===== src/rtl/eulrot_pkg.sv =====
// ----------------------------------------------------------------------------
// eulrot_pkg
// Shared widths, sine table and fixed-point helpers for the ZYX rotation
// matrix pipeline.
// ----------------------------------------------------------------------------
package eulrot_pkg;

   localparam int FRAC_BITS   = 14;
   localparam int ANG_W       = 10;
   localparam int OUT_W       = 16;
   localparam int VAL_W       = FRAC_BITS + 2;
   localparam int TAB_W       = FRAC_BITS + 1;
   localparam int PROD_W      = 2 * VAL_W;
   localparam int SUM_W       = VAL_W + 1;
   localparam int EXT_W       = (VAL_W > OUT_W) ? VAL_W : OUT_W;
   localparam int DEG_W       = 9;
   localparam int RED_W       = ANG_W + 2;
   localparam int DEG_FULL    = 360;
   localparam int DEG_3Q      = 270;
   localparam int DEG_HALF    = 180;
   localparam int DEG_QUARTER = 90;
   localparam int QIDX_W      = $clog2(DEG_QUARTER + 1);
   localparam int SIN_SH      = 30 - FRAC_BITS;

   localparam logic [63:0] PI30  = 64'd3373259426;
   localparam logic [63:0] ONE30 = 64'd1 << 30;

   localparam logic signed [VAL_W-1:0]  ONE      = {2'b01, {FRAC_BITS{1'b0}}};
   localparam logic signed [VAL_W-1:0]  NEG_ONE  = -ONE;
   localparam logic signed [PROD_W-1:0] HALF_LSB = PROD_W'(1) << (FRAC_BITS - 1);

   typedef logic [DEG_QUARTER:0][TAB_W-1:0] sin_tab_type;

   typedef struct packed {
      logic signed [VAL_W-1:0] s;
      logic signed [VAL_W-1:0] c;
   } trig_type;

   // sin(0..90 deg): Taylor series at 30 fraction bits, rounded to FRAC_BITS
   function automatic sin_tab_type build_sin_tab();
      sin_tab_type      tab;
      logic [63:0]      x;
      logic [63:0]      x2;
      logic [63:0]      term;
      logic [63:0]      rnd;
      logic signed [63:0] sum;
      tab = '0;
      rnd = (64'd1 << SIN_SH) >> 1;
      for (int k = 0; k <= DEG_QUARTER; k++) begin
         if (k == 0) begin
            sum = 64'sd0;
         end else if (k == DEG_QUARTER) begin
            sum = $signed(ONE30);
         end else begin
            x    = (64'(k) * PI30 + 64'd90) / 64'd180;
            x2   = (x * x + (64'd1 << 29)) >> 30;
            term = x;
            sum  = $signed(x);
            for (int n = 3; n <= 17; n += 2) begin
               term = ((term * x2) >> 30) / 64'((n - 1) * n);
               if (((n >> 1) & 1) == 1) sum = sum - $signed(term);
               else sum = sum + $signed(term);
            end
            if (sum < 0) sum = 64'sd0;
            if (sum > $signed(ONE30)) sum = $signed(ONE30);
         end
         sum    = $signed(($unsigned(sum) + rnd) >> SIN_SH);
         tab[k] = sum[TAB_W-1:0];
      end
      return tab;
   endfunction

   localparam sin_tab_type SIN_TAB = build_sin_tab();

   // round(a*b / 2^FRAC_BITS), half up
   function automatic logic signed [VAL_W-1:0] fmul(input logic signed [VAL_W-1:0] a,
                                                    input logic signed [VAL_W-1:0] b);
      logic signed [PROD_W-1:0] p;
      p = PROD_W'(a) * PROD_W'(b);
      p = (p + HALF_LSB) >>> FRAC_BITS;
      return p[VAL_W-1:0];
   endfunction

   function automatic logic signed [VAL_W-1:0] sat(input logic signed [SUM_W-1:0] v);
      logic signed [VAL_W-1:0] r;
      if (v > SUM_W'(ONE)) r = ONE;
      else if (v < SUM_W'(NEG_ONE)) r = NEG_ONE;
      else r = v[VAL_W-1:0];
      return r;
   endfunction

   function automatic logic [OUT_W-1:0] to_out(input logic signed [VAL_W-1:0] v);
      logic signed [EXT_W-1:0] e;
      e = EXT_W'(v);
      return e[OUT_W-1:0];
   endfunction

endpackage


===== src/rtl/eulrot_sincos.sv =====
// ----------------------------------------------------------------------------
// eulrot_sincos
// Two-stage angle unit: reduce modulo 360, then quarter-wave sine/cosine.
// ----------------------------------------------------------------------------
module eulrot_sincos (
   input  logic                                   clock,
   input  logic                                   advance,
   input  logic signed [eulrot_pkg::ANG_W-1:0]    angle,
   output eulrot_pkg::trig_type                   trig
);

   localparam int RW = eulrot_pkg::RED_W;
   localparam int DW = eulrot_pkg::DEG_W;
   localparam int VW = eulrot_pkg::VAL_W;

   logic signed [RW-1:0] t0;
   logic signed [RW-1:0] t1;
   logic signed [RW-1:0] tc;
   logic [DW-1:0]        sin_deg_ff, sin_deg_in;
   logic [DW-1:0]        cos_deg_ff, cos_deg_in;
   eulrot_pkg::trig_type trig_ff, trig_in;

   function automatic logic signed [VW-1:0] sin_lookup(input logic [DW-1:0] d);
      logic [DW-1:0]          idx;
      logic                   neg;
      logic signed [VW-1:0]   mag;
      if (d <= DW'(eulrot_pkg::DEG_QUARTER)) begin
         idx = d;
         neg = 1'b0;
      end else if (d <= DW'(eulrot_pkg::DEG_HALF)) begin
         idx = DW'(eulrot_pkg::DEG_HALF) - d;
         neg = 1'b0;
      end else if (d <= DW'(eulrot_pkg::DEG_3Q)) begin
         idx = d - DW'(eulrot_pkg::DEG_HALF);
         neg = 1'b1;
      end else begin
         idx = DW'(eulrot_pkg::DEG_FULL) - d;
         neg = 1'b1;
      end
      mag = {1'b0, eulrot_pkg::SIN_TAB[idx[eulrot_pkg::QIDX_W-1:0]]};
      return neg ? -mag : mag;
   endfunction

   always_comb begin
      t0 = (angle < 0) ? RW'(angle) + RW'(eulrot_pkg::DEG_FULL) : RW'(angle);
      if (t0 < 0) t1 = t0 + RW'(eulrot_pkg::DEG_FULL);
      else if (t0 >= RW'(eulrot_pkg::DEG_FULL)) t1 = t0 - RW'(eulrot_pkg::DEG_FULL);
      else t1 = t0;
      tc = t1 + RW'(eulrot_pkg::DEG_QUARTER);
      if (tc >= RW'(eulrot_pkg::DEG_FULL)) tc = tc - RW'(eulrot_pkg::DEG_FULL);
      sin_deg_in = t1[DW-1:0];
      cos_deg_in = tc[DW-1:0];
      trig_in.s  = sin_lookup(sin_deg_ff);
      trig_in.c  = sin_lookup(cos_deg_ff);
   end

   always_ff @(posedge clock) begin
      if (advance) begin
         sin_deg_ff <= sin_deg_in;
         cos_deg_ff <= cos_deg_in;
         trig_ff    <= trig_in;
      end
   end

   assign trig = trig_ff;

endmodule


===== config.mk =====
export PLATFORM = sky130hd
export DESIGN_NAME = eulrot_sincos
export DESIGN_NICKNAME = d
export VERILOG_FILES = /design/src/rtl/eulrot_pkg.sv /design/src/rtl/eulrot_sincos.sv
export SDC_FILE = /design/constraint.sdc
export NUM_CORES = 1
export LEC_CHECK = 0
export ABC_AREA = 1
export ABC_CLOCK_PERIOD_IN_PS = 5500
export BUFFER_PORTS_ARGS = -buffer_cell sky130_fd_sc_hd__buf_4
export CAP_MARGIN = 20
export CORE_MARGIN = 2
export CORE_UTILIZATION = 50
export DETAILED_ROUTE_END_ITERATION = 12
export PLACE_DENSITY_LB_ADDON = 0.12
export SLEW_MARGIN = 25
export SYNTH_ARGS = -nofsm -noshare
export SYNTH_HDL_FRONTEND = slang
export SYNTH_SLANG_ARGS = --single-unit

===== constraint.sdc =====
create_clock -name clock -period 5.5 [get_ports clock]
set_clock_uncertainty 0.05 [all_clocks]
set_input_delay 0.825 -clock clock [delete_from_list [all_inputs] [get_ports clock]]
set_output_delay 0.825 -clock clock [all_outputs]
set_load 0.01 [all_outputs]

# ---- After elaboration in Yosys (flattened, before gate mapping)
# Memory sizes are Yosys's and may differ from the RTL's.
# Index checks and enable logic that the tools add are counted.
# W data, S select, Z words.
dict set report totals {
  register_bits 50
  latchBits 0
  ram_bits 0
  rom_bits 3840
  inputBits 12
  out_inout_bits 32
  wordCells 51
  n_memories 2
}
# memory depth width read_ports rd_clocked_by_memory_dff write_ports line
set mem_list {}
lappend mem_list {{(no name shown)} 128 15 1 0 0 eulrot_sincos.sv:40} ;# mag = {1'b0, eulrot_pkg::SIN_TAB[idx[eulrot_pkg::QIDX_W-1:0]]};
lappend mem_list {{(no name shown)} 128 15 1 0 0 eulrot_sincos.sv:40}
dict set report classes {
  n_addsub 13
  multipliers 0
  n_div 0
  magnitude_cmp 12
  eq_ne 0
  shift 0
  muxes 18
  n_bitwise 0
  n_reduce_logical 0
}
# operator n
set ops {}
lappend ops {{$mux W15} 4}
lappend ops {{$mux W7} 6}
lappend ops {{$mux W12} 3}
lappend ops {{$neg A15 Y16} 2}
lappend ops {{$ge A12 B10 Y1 const B} 2}
lappend ops {{$le A9 B7 Y1 const B} 2}
lappend ops {{$le A9 B8 Y1 const B} 2}
lappend ops {{$le A9 B9 Y1 const B} 2}
lappend ops {{$lt A7 B8 Y1 const B} 2}
lappend ops {{$sub A6 B7 Y7 const A} 2}
lappend ops {{$sub A7 B6 Y7 const B} 2}
lappend ops {{$sub A7 B7 Y7 const A} 2}
lappend ops {{$add A12 B10 Y12 const B} 1}
lappend ops {{$add A12 B8 Y12 const B} 1}
lappend ops {{$lt A12 B1 Y1 const B} 1}
lappend ops {{$sub A12 B10 Y12 const B} 1}
lappend ops {{$add A10 B10 Y11 const B} 1}
lappend ops {{$lt A10 B1 Y1 const B} 1}
lappend ops {{$mux W9} 1}
lappend ops {{$sub A9 B9 Y9 const B} 1}
lappend ops {{$mux W1} 4}

# ---- Depth between registers and ports, before layout
# Gate-level depths: netlist of run 1.
dict set report logic_depth {
  depth_word 8
  mapped_depth 32
  depth_no_buf 31
}

# ---- Worst setup path before layout of run 1
# Ideal clock, no wire load.
dict set report synth_timing {
  path_kind {reg-to-reg}
  startpoint {register sin_deg_ff[0]}
  endpoint {register trig_ff (netlist bit trig[24]) (data pin)}
  setup_time_ps 269
  arrival_time_ps 4104
  required_ps 5181
  path_slack_ps 1077
  stages_incl_launch_ff 29
  n_path_buf 1
  period_less_slack_ps 4423
  cell_sequence {edfxtp_1 inv_1 clkbuf_1 ha_1 nand2_1 nand3_1 nand2_1 nand2_1 nand2_1 nand3b_1 nand2_1 inv_1 ha_1 inv_1 nand3_1 nand3_1 nand3_1 nand2_1 nor2_1 nor2_1 nor2_2 ha_1 nand3_1 nor2_2 nand2_1 nand2_1 nand2_1 nand2_1 o21ai_0}
}
# element line
set synth_rtl {}
lappend synth_rtl {{start: declaration} eulrot_sincos.sv:19} ;# logic [DW-1:0] sin_deg_ff, sin_deg_in;
lappend synth_rtl {{start signal: assignment} eulrot_sincos.sv:59} ;# sin_deg_ff <= sin_deg_in;
lappend synth_rtl {{end signal: assignment} eulrot_sincos.sv:61} ;# trig_ff <= trig_in;
lappend synth_rtl {{end: declaration} eulrot_sincos.sv:21} ;# eulrot_pkg::trig_type trig_ff, trig_in;

==> results of run 1 <==
==> cell families after synthesis <==
logic type / count (synthesis) / synth area share
adders and majority gates: 44 / 0.0696
and+or+nand+nor: 979 / 0.528
DFF: 49 / 0.181
AOI/OAI and AO/OA: 118 / 0.0832
xor gates and xnor gates: 26 / 0.0308
buffers and inverters: 200 / 0.107
==> cell usage in the layout, fill, tap and decap left out, types with 2 or more instances in the layout <==
master and instances:
a21oi_1 42, a21oi_2 5, a21oi_4 2, a31oi_1 3
buf_4 59, bufinv_16 2, clkbuf_16 5, edfxtp_1 49
fa_1 2, ha_1 42, inv_1 123, inv_2 25
nand2_1 541, nand2_2 28, nand2_4 3, nand3_1 237
nand3_2 3, nand3b_1 10, nand4_1 15, nor2_1 112
nor2_2 11, nor2_4 6, nor3_1 3, o211ai_1 10
o21ai_0 36, o21ai_1 15, o21ai_2 3, or2_2 3
xnor2_1 7, xor2_1 16, xor2_2 3
==> cell type report <==
type	count	share of cell area
multi-input cells	1167	0.663
flip-flops and latches	49	0.169
inverters	149	0.0644
repair buffers	59	0.0508
well taps	216	0.0310
clock buffers	5	0.0143
clock inverters	3	0.00789
==> metal layers <==
metal | wire length, um | track usage | share of wire | up-vias
li1 | - | - | - | 4602
met1 | 11200 | 0.406 | 0.44 | 4132
met2 | 11200 | 0.450 | 0.44 | 510
met3 | 2570 | 0.0536 | 0.10 | 66
met4 | 704 | 0.0888 | 0.027 | 0
met5 | 0 | 0 | 0 | -
==> flip-flops by register name (all words and copies together) (netlist names) <==
name / count
cos_deg_ff: 8
sin_deg_ff: 9
trig: 32
==> metrics by stage <==
stage | area [um2] | hold WS [ps] | worst slack [ps] | cells
floorplan | 8120 | 874 | 1080 | 1416
global route | 8720 | 657 | 553 | 1648
CTS | 8720 | 654 | 995 | 1648
global placement | 8530 | 980 | 1030 | 1640
finish | 8720 | 652 | 919 | 1648
detailed placement | 8530 | 974 | 1030 | 1640
==> how the worst min path moves through the flow <==
stage / start / end / slack [ps] / cells after the start
after detailed placement: angle[0] / sin_deg_ff[0] / 970 / 1
final: angle[0] / sin_deg_ff[0] / 650 / 1
after CTS: angle[0] / sin_deg_ff[0] / 650 / 1
after global placement: angle[0] / sin_deg_ff[0] / 980 / 1
after floorplan: angle[0] / sin_deg_ff[0] / 870 / 0
after global routing: angle[0] / sin_deg_ff[0] / 660 / 1
==> results.json, run 1 <==
{
  "yosysMostFrequentCell": "nand2_1",
  "cts_buffers": 5,
  "holdBufCountCts": 0,
  "insertion_delay_ps": 310,
  "critPathTopFamily": "simple AND/OR/NAND/NOR gates",
  "synth_nets": 1472,
  "start_kind": "flop",
  "yosys.area.top_type": "nand2_1",
  "core_um2": 15900,
  "cp.arrival_ps": 4590,
  "synth_ff_type": "edfxtp_1",
  "wirelength_mm": 25.6,
  "tightestPinTransition_ps": 815,
  "yosysTopAreaCellShare": 0.250,
  "final_layout_size_suffix_gt1_frac": 0.115,
  "drc_errors": 0,
  "port_buffers": 43,
  "placementRows": 46,
  "reg2reg_slack_ps": 920,
  "max_cap_viol_count": 0,
  "grt_max_degree": 50,
  "antenna_found_initial": 0,
  "grt_first_pass_wirelength_mm": 41.6,
  "hold_viol": 0,
  "crit_required_ps": 5510,
  "critPathKind": "flop to flop",
  "synth_seq_cells": 49,
  "syn_avg_cell_area_um2": 5.74,
  "cpPeakStageDelay_ps": 500,
  "hold_class": "input pin to flop",
  "clockRootBuffer": "clkbuf_16",
  "die_h_um": 131,
  "wl_per_cell_um": 15.6,
  "post_cts_resized": 0,
  "async_flop_share": 0,
  "syn_inst": 1416,
  "multi_input_area_um2": 5780,
  "worstSetupEndpoint": "trig[8]",
  "cts_tree": "built",
  "cts_max_level": 2,
  "drtIter0Drc": 1097,
  "cp-end-kind": "flop",
  "reg2reg_depth": 28,
  "synth_common_cells": "541 x nand2_1, 237 x nand3_1, 123 x inv_1",
  "die_w_um": 131,
  "synth-edff-count": 49,
  "viasPerCell": 5.65,
  "path_max_fanout": 8,
  "synthToLayoutAreaGrowth_pct": 7.36,
  "grt_overflow_total": 0,
  "slew_violations": 0,
  "cp_num_cells": 28,
  "grt_pass1_vias": 8265,
  "clock-sinks": 49,
  "start_util": 0.511,
  "syn-cell-area_um2": 8120,
  "post_cts_buffers": 0,
  "gp_congestion": 1.02,
  "min_period_ps": 4580,
  "seq_area_frac_synth": 0.181,
  "dieArea_um2": 17300,
  "first_pass_iters": 6,
  "crit_top_cell": "nand2_1",
  "timing.final.crit_share": 0.833,
  "num-nets-final": 1487,
  "n_fill_cell": 1668,
  "reg2reg_from": "cos_deg_ff[2]",
  "io_pins": 44,
  "cts.clk_slew.worst_paths_ps": 80,
  "diodes": 0,
  "dp_hpwl_mm": 19.5,
  "fmax_mhz": 218,
  "vias": 9310,
  "cp-startpoint": "cos_deg_ff[2]",
  "synth_warnings": 0,
  "seq_area_um2": 1470,
  "status": "complete, no violations",
  "cpMaxStageDelayCell": "edfxtp_1",
  "slew_headroom": 0.455,
  "tns_ps": 0,
  "crit-reg2reg-capture": "trig[8]",
  "drtAntennaViolNets": 0,
  "grt_usage": 0.289,
  "setup_viol": 0,
  "synth_cell_types": 44,
  "cp_num_buf_inv": 3,
  "clock_path_buffers": 2,
  "fin_util": 0.549,
  "rsz0062_at_grt": "no",
  "synthTopCellsByArea": "nand2_1 25%, edfxtp_1 18%, nand3_1 15%"
}
Power of run 1 is not shown: default switching activity piles up to over one toggle a cycle in this logic, so the estimate is an artifact.
==> inputs of run 2 (changes only) <==
Settings changed: ABC_CLOCK_PERIOD_IN_PS 5500 to 3850.
Clock period 5.5 ns to 3.85 ns, I/O delays scaled along.
==> run 2 against run 1 <==
Final cell count increased by 6.3%; via count up 5.1%; largest cell class unchanged; non-clock buffer count rose by 103; register-to-register slack got worse by 770 ps; cell area up 14%; sequential cell count stayed put; first-iteration DRC count fell by 5.8%; die area did not move; clock-buffer cell count did not move.
==> results.json, run 2 (synthesis results as in run 1) <==
{
  "cpPeakStageDelay_ps": 520,
  "cpMaxStageDelayCell": "edfxtp_1",
  "diodes": 0,
  "min_period_ps": 3700,
  "slew_headroom": 0.576,
  "cp_num_cells": 25,
  "hold_viol": 0,
  "synthToLayoutAreaGrowth_pct": 21.9,
  "start_kind": "flop",
  "wirelength_mm": 28.0,
  "cts.clk_slew.worst_paths_ps": 80,
  "tns_ps": 0,
  "fmax_mhz": 270,
  "max_cap_viol_count": 0,
  "drtAntennaViolNets": 0,
  "cp-end-kind": "flop",
  "setup_viol": 0,
  "first_pass_iters": 6,
  "timing.final.crit_share": 0.962,
  "grt_overflow_total": 0,
  "grt_usage": 0.310,
  "fin_cells": 1751,
  "dp.cells": 1697,
  "antenna_found_initial": 0,
  "critPathKind": "flop to flop",
  "reg2reg_from": "cos_deg_ff[3]",
  "slew_violations": 0,
  "drc_errors": 0,
  "cts_tree": "built",
  "tightestPinTransition_ps": 635,
  "final_layout_size_suffix_gt1_frac": 0.208,
  "dp_hpwl_mm": 20.9,
  "worstSetupEndpoint": "trig[8]",
  "holdBufCountCts": 0,
  "rsz0062_at_grt": "yes",
  "die_w_um": 131,
  "drtIter0Drc": 1033,
  "vias": 9785,
  "clock_path_buffers": 2,
  "crit-reg2reg-capture": "trig[8]",
  "clock-sinks": 49,
  "setup_slack_ps": 147,
  "hold_class": "input pin to flop",
  "io_pins": 44,
  "path_max_fanout": 24,
  "cp-startpoint": "cos_deg_ff[3]",
  "port_buffers": 43,
  "reg2reg_slack_ps": 150,
  "gp_congestion": 1.05,
  "crit_top_cell": "nand2_1",
  "die_h_um": 131,
  "placementRows": 46,
  "detailedPlace.worstSlack_ps": 105,
  "grt_pass1_vias": 8742,
  "critPathTopFamily": "simple AND/OR/NAND/NOR gates",
  "dieArea_um2": 17300,
  "grt_max_degree": 50,
  "core_um2": 15900,
  "cp_num_buf_inv": 6,
  "reg2reg_depth": 25,
  "clockRootBuffer": "clkbuf_16",
  "start_util": 0.511,
  "cp.arrival_ps": 3720,
  "cts_buffers": 5,
  "crit_required_ps": 3860,
  "status": "complete, no violations",
  "wl_per_cell_um": 16.0,
  "largest_reg_flops": 32,
  "cts_max_level": 2,
  "layout_commonest_cell": "nand2_1",
  "grt_first_pass_wirelength_mm": 44.0,
  "viasPerCell": 5.59,
  "insertion_delay_ps": 310,
  "final_cell_mix": "526 x nand2_1, 227 x nand3_1, 151 x buf_4",
  "num-nets-final": 1590
}
[run 2: cell count changes in the layout (fill, tap and decap cells not counted), sizes merged]
cell / before / now
buf: 59 / 161
clkbuf: 5 / 6
clkinv: 0 / 1
inv: 150 / 149
[run 2: worst min-delay path by stage]
| stage | slack (ps) | cells past startpoint | from | to |
|---|---|---|---|---|
| after floorplan | 630 | 0 | angle[0] | sin_deg_ff[0] |
| after global placement | 730 | 1 | angle[0] | sin_deg_ff[0] |
| after detailed placement | 730 | 1 | angle[0] | sin_deg_ff[0] |
| after CTS | 410 | 1 | angle[0] | sin_deg_ff[0] |
| after global routing | 420 | 1 | angle[0] | sin_deg_ff[0] |
| final | 410 | 1 | angle[0] | sin_deg_ff[0] |
[run 2: final cells by class]
class                      instances  area [um2]
clock inverter                     3        68.8
tap                              216         270
fill                            1585        5990
multi-input combinational       1167        6060
timing repair buffer             162        1320
clock buffer                       5         125
sequential                        49        1470
inverter                         149         579
[run 2: metal layers]
layer,vias to the layer above,global-route usage,routed length (um),share of wire
met3,84,0.0424,2590,0.092
li1,4819,-,-,-
met5,-,0,0,0
met2,539,0.494,12800,0.46
met1,4343,0.423,11600,0.42
met4,0,0.122,962,0.034
[run 2: metrics by stage]
stage	util	hold slack [ps]	area (um2)
2_1_floorplan	-	626	8140
3_3_place_gp	0.568	725	9020
3_5_place_dp	0.568	726	9020
4_1_cts	0.580	411	9220
5_1_grt	0.623	417	9900
6_report	0.623	410	9900
[run 2: timing repair]
| item | in CTS | in global routing |
|---|---|---|
| endpoints found under the setup margin | 0 | 23 |
| resized for setup | 0 | 84 |
| setup buffers | 0 | 45 |
[run 2: worst reg2reg max path: cells and delay by family, from the launching register on]
family                   cells  cell delay, ps
adder cells (fa/ha/maj)      1             200
XOR/XNOR                     1             130
flip-flops                   1             520
AND/OR/NAND/NOR             17            1830
buffers and inverters        6             730
Power of run 2 is left out for the same reason.
==> inputs of run 3 (changes only) <==
Settings changed: GPL_TIMING_DRIVEN set to 0.
==> run 3 against run 2 <==
Maximum frequency decreased by 1.3%; final cell count hardly changed; sequential cell count did not move; die area is the same; first-iteration DRC count up 13%; hold slack worse by 21 ps; via count up 1.9%; wire length up 5.4%; critical path depth up 3.
==> results.json, run 3 (synthesis results as in run 1) <==
{
  "status": "complete, no violations",
  "io_pins": 44,
  "rsz0062_at_grt": "yes",
  "start_util": 0.511,
  "wirelength_mm": 29.5,
  "cpMaxStageDelayCell": "edfxtp_1",
  "slew_violations": 0,
  "synthToLayoutAreaGrowth_pct": 24.5,
  "cts_max_level": 2,
  "placementRows": 46,
  "grt_overflow_total": 0,
  "fin_cells": 1752,
  "crit_required_ps": 3860,
  "insertion_delay_ps": 320,
  "num-nets-final": 1591,
  "dieArea_um2": 17300,
  "cts.clk_slew.worst_paths_ps": 90,
  "clock-sinks": 49,
  "tightestPinTransition_ps": 650,
  "final_cell_mix": "512 x nand2_1, 218 x nand3_1, 119 x buf_4",
  "reg2reg_from": "sin_deg_ff[0]",
  "final_layout_size_suffix_gt1_frac": 0.236,
  "cts_tree": "built",
  "start_kind": "flop",
  "port_buffers": 42,
  "first_pass_iters": 6,
  "crit-reg2reg-capture": "trig[14]",
  "drtIter0Drc": 1163,
  "reg2reg_slack_ps": 100,
  "cp-startpoint": "sin_deg_ff[0]",
  "grt_usage": 0.323,
  "largest_reg_flops": 32,
  "vias": 9970,
  "dp.cells": 1674,
  "dp_hpwl_mm": 21.1,
  "wl_per_cell_um": 16.9,
  "timing.final.crit_share": 0.974,
  "grt_first_pass_wirelength_mm": 45.3,
  "max_cap_viol_count": 0,
  "cp-end-kind": "flop",
  "critPathKind": "flop to flop",
  "hold_class": "input pin to flop",
  "worstSetupEndpoint": "trig[14]",
  "viasPerCell": 5.69,
  "layout_commonest_cell": "nand2_1",
  "cpPeakStageDelay_ps": 360,
  "antenna_found_initial": 0,
  "drc_errors": 0,
  "grt_pass1_vias": 8838,
  "gp_congestion": 1.04,
  "clockRootBuffer": "clkbuf_16",
  "die_w_um": 131,
  "setup_viol": 0,
  "cts_buffers": 5,
  "crit_top_cell": "nand2_1",
  "core_um2": 15900,
  "hold_viol": 0,
  "fmax_mhz": 267,
  "min_period_ps": 3750,
  "diodes": 0,
  "clock_path_buffers": 2,
  "slew_headroom": 0.566,
  "reg2reg_depth": 28,
  "drtAntennaViolNets": 0,
  "die_h_um": 131,
  "grt_max_degree": 50,
  "path_max_fanout": 9,
  "cp.arrival_ps": 3760
}
==> run 3: how the worst min path moves through the flow <==
stage          startpoint             to  slack (ps)  cells after the start
2_1_floorplan    angle[0]  sin_deg_ff[0]         630                      0
3_3_place_gp     angle[0]  sin_deg_ff[0]         720                      1
3_5_place_dp     angle[0]  sin_deg_ff[0]         720                      1
4_1_cts          angle[0]  sin_deg_ff[0]         390                      1
5_1_grt          angle[0]  sin_deg_ff[0]         390                      1
6_report         angle[0]  sin_deg_ff[0]         390                      1
==> run 3: critical path: cells and delay by family (launching register included) <==
| kind | cells | cell delay [ps] |
|---|---|---|
| AND/OR/NAND/NOR | 19 | 1870 |
| buffers and inverters | 6 | 660 |
| adder cells (fa/ha/maj) | 2 | 380 |
| flip-flops | 1 | 360 |
| AO/OA/AOI/OAI | 1 | 180 |
==> run 3: area by class of cell <==
| type | count | area [um2] |
|---|---|---|
| sequential | 49 | 1470 |
| inverter | 149 | 602 |
| tap | 216 | 270 |
| clock inverter | 3 | 26.3 |
| fill | 1547 | 5780 |
| multi-input combinational | 1167 | 6340 |
| timing repair buffer | 113 | 878 |
| buffer | 50 | 398 |
| clock buffer | 5 | 125 |
==> run 3: routing by layer <==
metal | routed length (um) | GRT usage | up-vias
li1 | - | - | 4818
met1 | 12000 | 0.429 | 4445
met2 | 12900 | 0.500 | 594
met3 | 3480 | 0.0860 | 113
met4 | 1160 | 0.127 | 0
met5 | 0 | 0 | -
==> run 3: per-stage QoR <==
| step | hold WS [ps] | TNS (ps) | instance area (um2) | util | worst slack [ps] |
|---|---|---|---|---|---|
| after floorplan | 626 | 0 | 8140 | - | 41.1 |
| after global placement | 719 | -28470 | 8730 | 0.549 | -1190 |
| after detailed placement | 718 | -28200 | 8730 | 0.549 | -1170 |
| after CTS | 393 | 0 | 9280 | 0.584 | 0.793 |
| after global routing | 391 | -272 | 10100 | 0.636 | -55.5 |
| final | 389 | 0 | 10100 | 0.636 | 98.8 |
==> run 3: what timing repair did <==
item	CTS	global route
pin swaps	13	36
setup buffers	24	47
gates resized for setup	63	127
endpoints found under the hold margin	0	0
hold buffers	0	0
endpoints found under the setup margin	32	31
Power of run 3 is left out for the same reason.
